File: config.mk
export PLATFORM = sky130hd
export DESIGN_NAME = slce_cell
export DESIGN_NICKNAME = d
export VERILOG_FILES = /design/src/sv/slce_pkg.sv /design/src/sv/slce_cell.sv
export SDC_FILE = /design/constraint.sdc
export NUM_CORES = 2
export LEC_CHECK = 0
export BUFFER_PORTS_ARGS = -buffer_cell sky130_fd_sc_hd__buf_4
export CAP_MARGIN = 20
export CORE_MARGIN = 2
export CORE_UTILIZATION = 50
export DETAILED_ROUTE_END_ITERATION = 10
export PLACE_DENSITY = 0.65
export SLEW_MARGIN = 20
export SYNTH_ARGS = -nofsm -noshare
export SYNTH_HDL_FRONTEND = slang
export SYNTH_SLANG_ARGS = --single-unit
File: constraint.sdc
create_clock -name clk -period 3.1 [get_ports clk]
set_clock_uncertainty 0.15 [all_clocks]
set_input_delay 0.31 -clock clk [delete_from_list [all_inputs] [get_ports clk]]
set_output_delay 0.31 -clock clk [all_outputs]
set_load 0.01 [all_outputs]
File: src/sv/slce_pkg.sv
`timescale 1ns / 1ps
`default_nettype none
package slce_pkg;

  localparam int WIN_DEPTH     = 15;
  localparam int TABLE_ENTRIES = 256;

  localparam logic [1:0] CMD_DATA  = 2'd0;
  localparam logic [1:0] CMD_FLUSH = 2'd1;
  localparam logic [1:0] CMD_KEY   = 2'd2;
  localparam logic [1:0] CMD_ENTRY = 2'd3;

  localparam logic [7:0] CH_HASH      = 8'h23;
  localparam logic [7:0] CH_QUOTE     = 8'h22;
  localparam logic [7:0] CH_BACKSLASH = 8'h5c;
  localparam logic [7:0] CH_NEWLINE   = 8'h0a;

  typedef struct packed {
    logic [1:0] cmd;
    logic [7:0] data_byte;
    logic [7:0] entry_index;
    logic [3:0] key_position;
    logic [3:0] key_length;
    logic [7:0] code_byte;
  } in_word_t;

  typedef struct packed {
    logic [7:0] out_byte;
    logic       last;
  } out_word_t;

  typedef struct packed {
    logic       shift;
    logic [7:0] load_byte;
    logic [7:0] waddr;
    logic [7:0] wdata;
    logic [7:0] raddr;
  } cell_ctrl_t;

endpackage
`default_nettype wire

File: src/sv/slce_cell.sv
`timescale 1ns / 1ps
`default_nettype none
module slce_cell (
  input  wire logic               clk,
  input  wire slce_pkg::cell_ctrl_t ctrl,
  input  wire logic               load,
  input  wire logic               we,
  input  wire logic [7:0]         nxt,
  output logic [7:0]              win,
  output logic                    eq
);

  logic [7:0] mem [256];
  logic [7:0] rdata;

  always_ff @(posedge clk) begin
    if (we) begin
      mem[ctrl.waddr] <= ctrl.wdata;
    end
    rdata <= mem[ctrl.raddr];
  end

  always_ff @(posedge clk) begin
    if (load) begin
      win <= ctrl.load_byte;
    end else if (ctrl.shift) begin
      win <= nxt;
    end
  end

  assign eq = (win == rdata);

endmodule
`default_nettype wire

==> summary.md <==
| Metric | Value |
|---|---|
| Status | `finished clean` |
| Setup ws final | `0.538 ns` |
| Vias in the first global route | `40500` |
| Achievable Freq | `390 MHz` |
| Total track usage | `0.244` |
| Setup TNS | `0 ns` |
| Share of cells above drive strength 1 | `0.302` |
| Area delta synth->final | `17.0%` |
| Number of buffers created by CTS | `204` |
| Crit Path Max Fanout | `1` |
| Worst-path clk slew | `0.06 ns` |
| # port buffers | `52` |
| Top-area cell type share of the netlist area | `0.773` |
| Pwr Total | `59.5 mW` |
| Final Core Density | `0.589` |
| Pre-CTS worst setup slack | `-0.177 ns` |
| FFs w/ async S/R, synth | `0` |
| LEAKAGE | `30.2 nW` |
| Final Net Count | `4360` |
| Post-synthesis register bit count | `2064` |
| Critical path arrival | `3.15 ns` |
| Row cnt | `146` |
| Fin area | `0.0934 mm2` |
| Root Driver | `clkbuf_16` |
| CTS tree | `yes` |
| Number of synthesized flops with an enable pin | `2056` |
| DR WL/cell | `30.0 um` |
| Peak VDD IR | `595 uV` |
| Distinct cells, synth | `50` |
| Worst-Margin Slew | `0.956 ns` |
| RSZ-0062 raised after global routing | `no` |
| Cell taking the most area after synthesis | `edfxtp_1` |
| Cts repair resizes | `0` |
| Placed cell area | `0.0861 mm2` |
| Clk buf depth | `3` |
| Max Cap Viol | `0` |
| Fillers | `11300` |
| Die area | `0.163 mm2` |
| Fin. Hold Viols | `0` |
| Largest net degree at the start of global routing | `117` |
| Setup CP Type | `reg2reg` |
| Post-Syn Nets | `3787` |
| ANT nets after route | `0` |
| Period minus WS final | `2.56 ns` |
| Pwr dens | `637 mW/mm2` |
| CORE AREA | `0.159 mm2` |
| Initial core utilization | `0.504` |
| Initial antenna violation count | `13` |
| Drt via density | `6.20` |
| Cell Area, Synth | `0.0799 mm2` |
| Endpoints failing setup | `0` |
| Data required, critical path | `3.68 ns` |
| First-pass GRT wire length | `285000 um` |
| Post-CTS setup repair buffer count | `0` |
| CP endpoint kind | `register` |
| Sequential share of the synthesized area | `0.775` |
| Hold crit path type | `in2reg` |
| DRC | `0` |
| Ports | `53` |
| Grt total ovfl | `0` |
| # H-tree levels | `4` |
| Largest cells by area after synthesis | `edfxtp_1, mux4_2, a22oi_1, mux2i_1, nor2_1` |
| Die Y | `404 um` |
| Gate Count Post-Synth | `3743` |
| Syn Area/Cell | `21.3 um2` |
| Hold-fix buffers, CTS | `31` |
| Fin. max-slew vios | `0` |
| Main synth FF type | `edfxtp_1` |
| 1st-iter DRT viols | `4980` |
| Startpoint Class | `register` |
| GP Congestion | `0.841` |
| Fin crit share | `0.826` |
| DRT Pass-1 Iters | `5` |
| Sink Count | `2064` |
| Via count | `40700` |
| Final wirelength | `197000 um` |
| YS warnings | `0` |
| HPWL after DPL | `124000 um` |
| Die X | `404 um` |
| Clock latency on the worst-skew pair | `0.86 ns` |
| Max_slew headroom | `0.362` |
[final timing paths]
kind | start | endpoint | slack (ns) | cells after the start
min | ctrl[21] | mem[246][6] | 0.08 | 4
max | mem[167][0] | rdata[0] | 0.54 | 7
max reg2reg | mem[167][0] | rdata[0] | 0.54 | 7
min reg2reg | mem[212][6] | rdata[6] | 0.94 | 5
[area by class of cell]
class,count,area (um2),area share
Sequential cell,2064,61900,0.663
Multi-Input combinational cell,1447,16500,0.177
Timing Repair Buffer,595,5330,0.0571
Clock buffer,240,5270,0.0564
Tap cell,2072,2590,0.0278
Clock inverter,146,1750,0.0187
Inverter,4,15.0,0.000161
Antenna cell,3,7.51,0.0000804
[critical path: stages, from the launching register on]
cell and delay, ns:
edfxtp_1 0.36, mux4_2 0.46, a22o_1 0.24, a221oi_1 0.39
o22ai_1 0.26, a211oi_1 0.34, buf_4 0.18, nor4_1 0.05
[report_power, final]
part	internal, mW	total, mW	switching (mW)	leakage, nW
sequential	30.8	30.8	0.0705	18.6
clock	15.0	25.6	10.6	3.41
combinational	1.20	3.05	1.85	8.22
[placed cells by master (no fill, tap or decap), drive strengths merged, types with 40 or more instances in the layout]
master / synthesis / final
o221ai: 40 / 40
edfxtp: 2056 / 2056
buf: 124 / 564
nand2: 82 / 82
mux2i: 113 / 113
a21oi: 71 / 71
a22oi: 166 / 166
clkbuf: 104 / 240
mux4: 462 / 462
clkinv: 1 / 97
nor2: 273 / 273
[stage by stage]
step | hold slack (ns) | cells
floorplan | 0.259 | 3743
global placement | 0.473 | 6151
detailed placement | 0.465 | 6151
CTS | 0.00970 | 6568
global route | 0.0616 | 6571
finish | 0.0781 | 6571
[synth_stat cells (all sizes together), types with 2 or more instances]
master / n
mux2: 11
or3: 5
inv: 3
nand4: 11
nor2b: 16
a311oi: 3
mux4: 462
o211ai: 4
a21boi: 6
a221oi: 16
o311ai: 3
a22o: 21
edfxtp: 2056
mux2i: 113
nor4: 14
dfxtp: 8
a211oi: 20
o22ai: 18
a21oi: 71
nand3: 30
clkbuf: 104
xnor2: 8
and2: 3
nand2: 82
nor3: 18
or2: 4
a22oi: 166
nand2b: 5
buf: 124
nor2: 273
and3b: 2
o221ai: 40
and3: 2
o21ai: 15
[routing by layer]
layer,track usage,up-vias,part of all wire
li1,-,16900,-
met4,0.0651,16,0.024
met2,0.365,2059,0.46
met1,0.363,21500,0.41
met3,0.0582,305,0.10
met5,0,-,0.00052
[sequential cells by signal, indices dropped and copies added (netlist names)]
register  cells
rdata         8
mem        2048
win           8
[kinds of logic after synthesis]
group | count (synthesis) | share of synthesized area
AOI/OAI and AO/OA | 385 | 0.0347
xor gates and xnor gates | 8 | 0.000877
buffers and inverters | 232 | 0.0183
DFF | 2064 | 0.775
muxes | 586 | 0.146
and+or+nand+nor | 468 | 0.0251
(Power assumes the default switching activity.)
